## config.mk

```make
export PLATFORM = sky130hd
export DESIGN_NAME = sprite_list_compactor
export DESIGN_NICKNAME = d
export VERILOG_FILES = /design/src/rtl/sprc_pkg.sv /design/src/rtl/sprc_engine.sv /design/src/rtl/sprc_out_queue.sv /design/src/rtl/sprite_list_compactor.sv
export SDC_FILE = /design/constraint.sdc
export NUM_CORES = 1
export LEC_CHECK = 0
export ABC_AREA = 1
export BUFFER_PORTS_ARGS = -buffer_cell sky130_fd_sc_hd__buf_2
export CORE_MARGIN = 2
export CORE_UTILIZATION = 40
export CTS_BUF_LIST = sky130_fd_sc_hd__clkbuf_4
export CTS_CLUSTER_DIAMETER = 60
export DETAILED_ROUTE_END_ITERATION = 7
export PLACE_DENSITY = 0.67
export SYNTH_ARGS = -nofsm -noshare
export SYNTH_HDL_FRONTEND = slang
export SYNTH_HIERARCHICAL = 1
export SYNTH_SLANG_ARGS = --single-unit
```

## constraint.sdc

```tcl
create_clock -name clk -period 9.71 [get_ports clk]
set_input_delay 1.942 -clock clk [delete_from_list [all_inputs] [get_ports clk]]
set_output_delay 1.942 -clock clk [all_outputs]
set_load 0.005 [all_outputs]
```

## src/rtl/sprc_pkg.sv

```systemverilog
// ----------------------------------------------------------------------------
// sprc_pkg
// shared constants and types for the sprite list compactor
// ----------------------------------------------------------------------------
package sprc_pkg;

    localparam int SLOT_COUNT     = 256;
    localparam int WORDS_PER_SLOT = 8;

    localparam int WORD_W  = 16;
    localparam int INDEX_W = 11;
    localparam int SLOTS_W = 9;

    localparam int POS_W  = (WORDS_PER_SLOT > 1) ? $clog2(WORDS_PER_SLOT) : 1;
    localparam int SRC_W  = (SLOT_COUNT > 1) ? $clog2(SLOT_COUNT) : 1;
    localparam int FILL_W = $clog2(SLOT_COUNT + 1);
    localparam int IDX_CALC_W = FILL_W + POS_W + 1;

    localparam int QUEUE_DEPTH = 4;
    localparam int QPTR_W      = $clog2(QUEUE_DEPTH);
    localparam int QCNT_W      = $clog2(QUEUE_DEPTH + 1);

    typedef enum logic {
        KIND_WRITE = 1'b0,
        KIND_CLEAR = 1'b1
    } result_kind_t;

    typedef struct packed {
        result_kind_t        kind;
        logic [INDEX_W-1:0]  index;
        logic [WORD_W-1:0]   data;
        logic [SLOTS_W-1:0]  first_slot;
        logic [SLOTS_W-1:0]  slot_count;
        logic                last;
    } sprc_result_t;

    typedef struct packed {
        logic [1:0]   num;
        sprc_result_t first;
        sprc_result_t second;
    } sprc_push_t;

endpackage

```

## src/rtl/sprc_engine.sv

```systemverilog
// ----------------------------------------------------------------------------
// sprc_engine
// slot tracking and result generation, one source word per cycle while accept is high
// ----------------------------------------------------------------------------
module sprc_engine
    import sprc_pkg::*;
(
    input  logic              clk,
    input  logic              rst_n,
    input  logic              accept,
    input  logic [WORD_W-1:0] word_data,
    output sprc_push_t        push
);

    logic [POS_W-1:0]  word_pos_reg, word_pos_next;
    logic [SRC_W-1:0]  source_slot_reg, source_slot_next;
    logic [FILL_W-1:0] filled_reg, filled_next;
    logic              active_reg, active_next;

    logic                  active_now;
    logic                  slot_end;
    logic                  list_end;
    logic [FILL_W-1:0]     filled_after;
    logic [FILL_W-1:0]     clear_count;
    logic [IDX_CALC_W-1:0] idx_full;
    sprc_result_t          wr_res;
    sprc_result_t          clr_res;

    always_comb
    begin
        active_now = (word_pos_reg == '0)
                   ? (word_data[15] && (word_data[7:0] != 8'h00))
                   : active_reg;
        slot_end = (word_pos_reg == POS_W'(WORDS_PER_SLOT - 1));
        list_end = slot_end && (source_slot_reg == SRC_W'(SLOT_COUNT - 1));

        if (slot_end && active_now && (filled_reg < FILL_W'(SLOT_COUNT)))
            filled_after = filled_reg + FILL_W'(1);
        else
            filled_after = filled_reg;
        clear_count = FILL_W'(SLOT_COUNT) - filled_after;

        idx_full = IDX_CALC_W'(filled_reg) * IDX_CALC_W'(WORDS_PER_SLOT)
                 + IDX_CALC_W'(word_pos_reg);

        wr_res.kind       = KIND_WRITE;
        wr_res.index      = INDEX_W'(idx_full);
        wr_res.data       = word_data;
        wr_res.first_slot = '0;
        wr_res.slot_count = '0;
        wr_res.last       = !list_end;

        clr_res.kind       = KIND_CLEAR;
        clr_res.index      = '0;
        clr_res.data       = '0;
        clr_res.first_slot = SLOTS_W'(filled_after);
        clr_res.slot_count = SLOTS_W'(clear_count);
        clr_res.last       = 1'b1;

        push.first  = active_now ? wr_res : clr_res;
        push.second = clr_res;
        if (!accept)
            push.num = 2'd0;
        else
            push.num = 2'({1'b0, active_now} + {1'b0, list_end});

        word_pos_next    = word_pos_reg;
        source_slot_next = source_slot_reg;
        filled_next      = filled_reg;
        active_next      = active_reg;
        if (accept)
        begin
            if (list_end)
            begin
                word_pos_next    = '0;
                source_slot_next = '0;
                filled_next      = '0;
                active_next      = 1'b0;
            end
            else if (slot_end)
            begin
                word_pos_next    = '0;
                source_slot_next = source_slot_reg + SRC_W'(1);
                filled_next      = filled_after;
                active_next      = 1'b0;
            end
            else
            begin
                word_pos_next = word_pos_reg + POS_W'(1);
                active_next   = active_now;
            end
        end
    end

    always_ff @(posedge clk or negedge rst_n)
    begin
        if (!rst_n)
        begin
            word_pos_reg    <= '0;
            source_slot_reg <= '0;
            filled_reg      <= '0;
            active_reg      <= 1'b0;
        end
        else
        begin
            word_pos_reg    <= word_pos_next;
            source_slot_reg <= source_slot_next;
            filled_reg      <= filled_next;
            active_reg      <= active_next;
        end
    end

endmodule

```

## src/rtl/sprc_out_queue.sv

```systemverilog
// ----------------------------------------------------------------------------
// sprc_out_queue
// small result queue taking up to two results per cycle, one out per cycle while out_ready is high
// ----------------------------------------------------------------------------
module sprc_out_queue
    import sprc_pkg::*;
(
    input  logic         clk,
    input  logic         rst_n,
    input  sprc_push_t   push,
    output logic         space_ok,
    output logic         out_valid,
    input  logic         out_ready,
    output sprc_result_t head
);

    sprc_result_t      entry_reg [QUEUE_DEPTH];
    logic [QPTR_W-1:0] wr_ptr_reg, wr_ptr_next;
    logic [QPTR_W-1:0] rd_ptr_reg, rd_ptr_next;
    logic [QCNT_W-1:0] count_reg, count_next;
    logic              pop;

    always_comb
    begin
        space_ok  = (count_reg <= QCNT_W'(QUEUE_DEPTH - 2));
        out_valid = (count_reg != '0);
        head      = entry_reg[rd_ptr_reg];
        pop       = out_valid && out_ready;

        wr_ptr_next = wr_ptr_reg + QPTR_W'(push.num);
        rd_ptr_next = pop ? rd_ptr_reg + QPTR_W'(1) : rd_ptr_reg;
        count_next  = count_reg + QCNT_W'(push.num) - QCNT_W'(pop);
    end

    always_ff @(posedge clk)
    begin
        if (push.num != 2'd0)
            entry_reg[wr_ptr_reg] <= push.first;
        if (push.num == 2'd2)
            entry_reg[wr_ptr_reg + QPTR_W'(1)] <= push.second;
    end

    always_ff @(posedge clk or negedge rst_n)
    begin
        if (!rst_n)
        begin
            wr_ptr_reg <= '0;
            rd_ptr_reg <= '0;
            count_reg  <= '0;
        end
        else
        begin
            wr_ptr_reg <= wr_ptr_next;
            rd_ptr_reg <= rd_ptr_next;
            count_reg  <= count_next;
        end
    end

endmodule

```

## src/rtl/sprite_list_compactor.sv

```systemverilog
// ----------------------------------------------------------------------------
// sprite_list_compactor
// compacts active sprite slots of a source list into a destination table
//
//   channel  direction  handshake            payload
//   in       input      in_valid / in_ready  word_data
//   out      output     out_valid/out_ready  result_kind, write_index,
//                                            write_data, clear_first_slot,
//                                            clear_slot_count, run_last
//
// one source word is taken per cycle while in_ready is high; results are
// registered in the queue. the last word of a list can give two results,
// held in a four-entry queue, so input is taken while two or fewer
// results wait. reset clears the slot counters and empties the queue.
// a stalled output only stops input once the queue is nearly full.
// ----------------------------------------------------------------------------
module sprite_list_compactor
    import sprc_pkg::*;
(
    input  logic               clk,
    input  logic               rst_n,
    input  logic               in_valid,
    output logic               in_ready,
    input  logic [WORD_W-1:0]  word_data,
    output logic               out_valid,
    input  logic               out_ready,
    output logic               result_kind,
    output logic [INDEX_W-1:0] write_index,
    output logic [WORD_W-1:0]  write_data,
    output logic [SLOTS_W-1:0] clear_first_slot,
    output logic [SLOTS_W-1:0] clear_slot_count,
    output logic               run_last
);

    sprc_push_t   push;
    sprc_result_t head;
    logic         space_ok;
    logic         accept;

    assign in_ready = space_ok;
    assign accept   = in_valid && space_ok;

    sprc_engine u_engine (
        .clk       (clk),
        .rst_n     (rst_n),
        .accept    (accept),
        .word_data (word_data),
        .push      (push)
    );

    sprc_out_queue u_queue (
        .clk       (clk),
        .rst_n     (rst_n),
        .push      (push),
        .space_ok  (space_ok),
        .out_valid (out_valid),
        .out_ready (out_ready),
        .head      (head)
    );

    assign result_kind      = head.kind;
    assign write_index      = head.index;
    assign write_data       = head.data;
    assign clear_first_slot = head.first_slot;
    assign clear_slot_count = head.slot_count;
    assign run_last         = head.last;

endmodule
```

==> results of run 1 <==
[cells in the final DEF (no fill, tap or decap), types with 4 or more instances in the layout]
| master | instances |
|---|---|
| edfxtp_1 | 188 |
| nand3_2 | 5 |
| buf_2 | 68 |
| ha_1 | 11 |
| clkinv_1 | 4 |
| conb_1 | 29 |
| nand2_4 | 4 |
| clkbuf_4 | 95 |
| nand3_1 | 155 |
| buf_4 | 13 |
| inv_2 | 9 |
| a21oi_1 | 4 |
| nand2_2 | 13 |
| inv_4 | 4 |
| dfrtp_1 | 27 |
| o21ai_0 | 100 |
| nor2_2 | 4 |
| o22ai_1 | 10 |
| xor2_1 | 5 |
| inv_1 | 115 |
| nand2_1 | 649 |
| nor2_1 | 144 |
| nor2_4 | 7 |
[worst paths after layout]
check,from,to,slack [ns],cells after the start
max in group asynchronous,rst_n,u_queue/rd_ptr_reg[0]$_DFFE_PN0P_,7.86,1
hold reg to reg,u_engine/source_slot_reg[4]$_DFFE_PN0P_,u_engine/source_slot_reg[4]$_DFFE_PN0P_,0.48,1
setup / recovery,word_data[0],u_queue/entry_reg[2][14]$_DFFE_PP_,3.14,15
min in group asynchronous,rst_n,u_engine/filled_reg[8]$_DFFE_PN0P_,1.30,1
hold / removal,u_engine/source_slot_reg[4]$_DFFE_PN0P_,u_engine/source_slot_reg[4]$_DFFE_PN0P_,0.48,1
setup reg to reg,u_engine/word_pos_reg[0]$_DFFE_PN0P_,u_queue/entry_reg[2][14]$_DFFE_PP_,3.95,16
[routing by layer]
layer / part of all wire / routed length [µm] / global-route usage / up-vias
met1: 0.42 / 13700 / 0.259 / 4980
li1: - / - / - / 5208
met5: 0 / 0 / 0 / -
met2: 0.50 / 16200 / 0.355 / 368
met3: 0.060 / 1960 / 0.0302 / 70
met4: 0.024 / 790 / 0.0716 / 0
[worst reg2reg max path, stage by stage, from the launching register on]
cell	delay, ns
dfrtp_1	0.38
inv_1	0.13
ha_1	0.17
nand2_1	0.08
nor2_2	0.11
o21ai_2	0.07
nand2_2	0.50
ha_1	0.36
nand2_1	0.06
inv_1	0.08
inv_1	0.09
nand2_1	0.14
inv_4	0.37
buf_4	0.86
nand2_2	0.97
nand2_2	0.39
buf_4	0.58
[logic make-up after synthesis]
| group | Yosys count |
|---|---|
| buf+inv | 253 |
| xor+xnor | 9 |
| fa+ha+maj | 12 |
| simple gates | 997 |
| compound gates | 117 |
| other cells | 2 |
| flops | 216 |
[report_power, final]
group          switching (W)  internal, W
sequential         0.0000824      0.00124
combinational        0.00123     0.000524
clock               0.000376     0.000438
[cell type report]
| cell class | count | area (µm²) |
|---|---|---|
| clock buffer | 95 | 713 |
| tap | 396 | 495 |
| multi-input combinational | 1164 | 5130 |
| sequential | 216 | 6350 |
| inverter | 128 | 490 |
| timing repair buffer | 81 | 438 |
| antenna | 1 | 2.50 |
| clock inverter | 8 | 40.0 |
| fill | 3042 | 17000 |
[per-stage QoR]
stage,instances,utilization,setup slack [ns]
after floorplan,1633,-,4.47
after global placement,1985,0.421,2.56
after detailed placement,1985,0.421,2.42
after CTS,2088,0.445,3.15
after global routing,2089,0.446,2.71
final,2089,0.446,3.14
==> metrics, run 1 <==
Total Routed Length 32,700 µm; crit path max fanout 101; Hold WC Path Type flip-flop to flip-flop; CTS Buf Count 57; CORE AREA 0.0307 mm²; Startpoint Class input port; IO Port Bufs 68; Final Hold Viols 0; top-count cell post-synth nand2_1; EDFF count, synth 188; PostCTS Resize Cnt 0; hold slack 0.481 ns; total grt overflow 0; Total Power 0.00388 W; LEAKAGE 6.53 nW; post-route cell area 0.0137 mm²; final worst path period share 0.676; synthesized instance count 1,606; Clock Skews 0.0563 ns; Max Cap Viol 0; row count 64; post-CTS setup buffers 0; VDD IR-drop max 160 µV; CP Class input port to flip-flop; GP Congestion 0.837; Nets 1,680; sequential element share of the synthesized area 0.508; Sink Count 216; via/cell ratio 5.09; mux contribution to synthesized area 0; share of the synthesized area in the top cell type 0.452; Worst slew margin 0.189; Initial Util 0.407; via count of the routed design 10,600; layout cells sized above 1 0.138; initial antenna violation count 2; crit path cell chain buf_2 -> nor2_1 -> nand2_1 -> o21ai_2 -> nand2_2 -> ha_1 -> nand2_1 -> inv_1 -> inv_1 -> nand2_1 -> inv_4 -> buf_4 -> nand2_2 -> nand2_2 -> buf_4; Final setup viols 0; Power Dens Cells 284 mW/mm²; remaining antenna violation count 0; critical path's slowest cell nand2_2; Iter 0 DRT Violations 884; DP Wirelength 19,100 µm; setup repair after global routing missed its margin no; Reg clk slew, reported paths 0.06 ns; achievable frequency 152 MHz; TritonCTS clock tree done; Buf/Inv on CP 6; fin crit period 6.57 ns; Synth Area in Adders 0.0126; Slew @ Worst Pin 1.21 ns; XOR/XNOR share of the synthesized area 0.00691; H-tree levels 2; post-place instance area 0.0129 mm²; ys async rst share 0.130; max reg flops 188; Die Width 181 µm; largest family of logic cells by synthesized area simple AND/OR/NAND/NOR gates; Final Max Tran Viols 0; status finished, final reports clean; largest net degree at the start of global routing 110; setup TNS 0 ns; vias in the first global route 10,500; DR pass1 iterations 8; top_reg_cell synth edfxtp_1; Setup crit end kind flip-flop; Residual DRC 0; CTS Hold Buffers Added 0; CTS root buf clkbuf_4; Distinct cells, synth 40; flop and latch count out of synthesis 216; simple-gate share of the synthesized area 0.331; synthesis-to-finish area growth 9.42%; CTS Buffer Depth 3; Worst Path Arrival 6.85 ns; clk_lat worst skew 0.71 ns; Yosys warning total 6; post-synth top area cell edfxtp_1; delay-heaviest family, CP simple AND/OR/NAND/NOR gates; synth cell count leaders 656 x nand2_1, 188 x edfxtp_1, 155 x nand3_1, 146 x nor2_1, 115 x inv_1; Die Span Y 181 µm; synthesized cell area 0.0125 mm²; global-route wire length before repair 54,300 µm; I/O Pins 69; compound-gate portion of the synthesized area 0.0485; drt wl/cell 15.6 µm; Die ar. 0.0327 mm²; worst path required time 10.00 ns; Synth area leaders edfxtp_1 45%, nand2_1 20%, nand3_1 6.2%; overall routing resource usage 0.204; Syn Area/Cell 7.78 µm²; CP peak stage delay 0.93 ns
(Power assumes the default switching activity.)
==> run 2: changes to the inputs <==
- clock period: 9.71 -> 6.8 ns (I/O delays scaled with it)
==> metrics, run 2 (synthesis results as in run 1) <==
critical path's slowest cell dfrtp_4 (was nand2_2); Worst Path Arrival 3.00 ns (was 6.85 ns); remaining antenna violation count 0 (unchanged); final std cells w/o fill 2,093 (was 2,089); via count of the routed design 10,800 (was 10,600); CTS Buffer Depth 3 (unchanged); fin crit period 4.36 ns; worst path required time 5.44 ns (was 10.00 ns); worst hold path depth 1 (unchanged); crit path max fanout 73 (was 101); Worst R2R End u_queue/entry_reg[2][39]$_DFFE_PP_ (was u_queue/entry_reg[2][14]$_DFFE_PP_); Clk pwr share 0.201 (was 0.210); CTS Buf Count 57 (unchanged); CP Class flip-flop to output port (was input port to flip-flop); CTS root buf clkbuf_4 (unchanged); Reg clk slew, reported paths 0.06 ns (about the same); overall routing resource usage 0.208 (was 0.204); Nets 1,682 (was 1,680); Total Power 0.00551 W (was 0.00388 W); Total Routed Length 33,900 µm (was 32,700 µm); DR pass1 iterations 5 (was 8); post-CTS setup buffers 0 (unchanged); dpl cells 1,987 (was 1,985); CTS Hold Buffers Added 0 (unchanged); Die Width 181 µm (unchanged); hold slack 0.476 ns (was 0.481 ns); Reg power frac 0.348 (was 0.340); commonest non-fill, non-tap cell in the layout nand2_1 (unchanged); Sink Count 216 (unchanged); dpl ws 1.80 ns (was 2.42 ns); CORE AREA 0.0307 mm² (unchanged); Residual DRC 0 (unchanged); VDD IR-drop max 174 µV (was 160 µV); Hold Startpoint u_engine/source_slot_reg[4]$_DFFE_PN0P_ (unchanged); PostCTS Resize Cnt 0 (unchanged); hold endpoint u_engine/source_slot_reg[4]$_DFFE_PN0P_ (unchanged); I/O Pins 69 (unchanged); Int Power 0.00307 W (was 0.00220 W); worst r2r path cells 15 (was 16); delay-heaviest family, CP flip-flops (was simple AND/OR/NAND/NOR gates); crit path cell chain buf_4 -> nor2_1 -> nor2_1 -> o21ai_0 -> nand2_1 -> buf_2 (was buf_2 -> nor2_1 -> nand2_1 -> o21ai_2 -> nand2_2 -> ha_1 -> nand2_1 -> inv_1 -> inv_1 -> nand2_1 -> inv_4 -> buf_4 -> nand2_2 -> nand2_2 -> buf_4); Final Hold Viols 0 (unchanged); register area 0.00635 mm² (unchanged); commonest non-fill, non-tap cells in the layout 649 x nand2_1, 188 x edfxtp_1, 155 x nand3_1 (unchanged); Clock Skews 0.0440 ns (was 0.0563 ns); FILL cells 2,998 (was 3,042); Setup WS post-layout 2.44 ns (was 3.14 ns); total grt overflow 0 (unchanged); max reg flops 188 (unchanged); row count 64 (unchanged); global-route wire length before repair 54,900 µm (was 54,300 µm); H-tree levels 2 (unchanged); area occupied by multi-input gates 0.00513 mm² (unchanged); Final setup viols 0 (unchanged); Startpoint Class flip-flop (was input port); Reg-to-Reg Start u_engine/word_pos_reg[0]$_DFFE_PN0P_ (unchanged); synthesis-to-finish area growth 9.18% (was 9.42%); TritonCTS clock tree done (unchanged); LEAKAGE 6.51 nW (was 6.53 nW); clk_lat worst skew 0.69 ns (was 0.71 ns); Max Cap Viol 0 (unchanged); Worst slew margin 0.203 (was 0.189); setup repair after global routing missed its margin no (unchanged); Setup crit end kind output port (was flip-flop); Iter 0 DRT Violations 875 (was 884); Hold WC Path Type flip-flop to flip-flop (unchanged); layout cells sized above 1 0.132 (was 0.138); Die ar. 0.0327 mm² (unchanged); CP peak stage delay 0.91 ns (was 0.93 ns); Final Max Tran Viols 0 (unchanged); Die Span Y 181 µm (unchanged); GP Congestion 0.852 (was 0.837); DP Wirelength 19,800 µm (was 19,100 µm); initial antenna violation count 1 (was 2); Initial Util 0.407 (unchanged); status finished, final reports clean (unchanged); Logic pwr share 0.451 (about the same); setup TNS 0 ns (unchanged); via/cell ratio 5.15 (was 5.09); Slew @ Worst Pin 1.20 ns (was 1.21 ns); IO Port Bufs 68 (unchanged); Power Dens Cells 404 mW/mm² (was 284 mW/mm²); cell mode on critical path nor2_1; largest net degree at the start of global routing 114 (was 110); reported net switching power 0.00244 W (was 0.00168 W); flop2flop setup slack 2.65 ns (was 3.95 ns); final worst path period share 0.642; Sw Share 0.442 (was 0.434); drt wl/cell 16.2 µm (was 15.6 µm); achievable frequency 229 MHz; vias in the first global route 10,700 (was 10,500); Buf/Inv on CP 2 (was 6)
-- run 2: how the worst max path moves through the flow --
stage                                                  from  slack, ns                            endpoint  cells past startpoint
after floorplan                                word_data[6]       2.14   u_queue/entry_reg[1][0]$_DFFE_PP_                     17
after global placement                         word_data[2]       1.87  u_queue/entry_reg[2][26]$_DFFE_PP_                     14
after detailed placement                       word_data[6]       1.80  u_queue/entry_reg[2][25]$_DFFE_PP_                     14
after CTS                 u_queue/rd_ptr_reg[0]$_DFFE_PN0P_       2.40                     write_index[10]                      6
after global routing      u_queue/rd_ptr_reg[0]$_DFFE_PN0P_       2.21                     write_index[10]                      6
final                     u_queue/rd_ptr_reg[0]$_DFFE_PN0P_       2.44                 clear_first_slot[3]                      6
-- run 2: layout make-up --
class | instances | area share
repair buffers | 83 | 0.0332
clock buffers | 83 | 0.0457
inverters | 128 | 0.0360
multi-input cells | 1164 | 0.377
clock inverters | 22 | 0.00624
diodes | 1 | 0.000184
well taps | 396 | 0.0363
flip-flops and latches | 216 | 0.466
-- run 2: layer usage --
layer,vias to the layer above,GRT usage,share of wire
li1,5213,-,-
met1,5028,0.255,0.41
met2,453,0.361,0.49
met3,82,0.0367,0.072
met4,0,0.0848,0.028
met5,-,0,0
-- run 2: power groups by stage --
stage	combinational (W)	sequential, W	clock, W
2_1_floorplan	0.00180	0.00186	0
4_1_cts	0.00250	0.00191	0.00113
3_3_place_gp	0.00242	0.00194	0
5_1_grt	0.00283	0.00193	0.00120
3_5_place_dp	0.00249	0.00194	0
6_report	0.00249	0.00192	0.00111
-- run 2: stage by stage --
step | utilization | instance area (µm²)
3_5_place_dp | 0.421 | 12900
2_1_floorplan | - | 12600
3_3_place_gp | 0.421 | 12900
6_report | 0.445 | 13600
4_1_cts | 0.444 | 13600
5_1_grt | 0.445 | 13600
-- run 2: worst register-to-register path, cell delays in order, from the launching register on --
cell     delay, ns
dfrtp_1       0.38
inv_1         0.11
ha_1          0.17
nand2_1       0.09
nor2_2        0.13
o21ai_2       0.09
nand2_2       0.51
ha_1          0.36
nand2_1       0.06
inv_1         0.07
inv_1         0.10
nand2_1       0.14
inv_4         0.30
nand2_2       0.12
nand2_2       0.75
buf_4         0.43
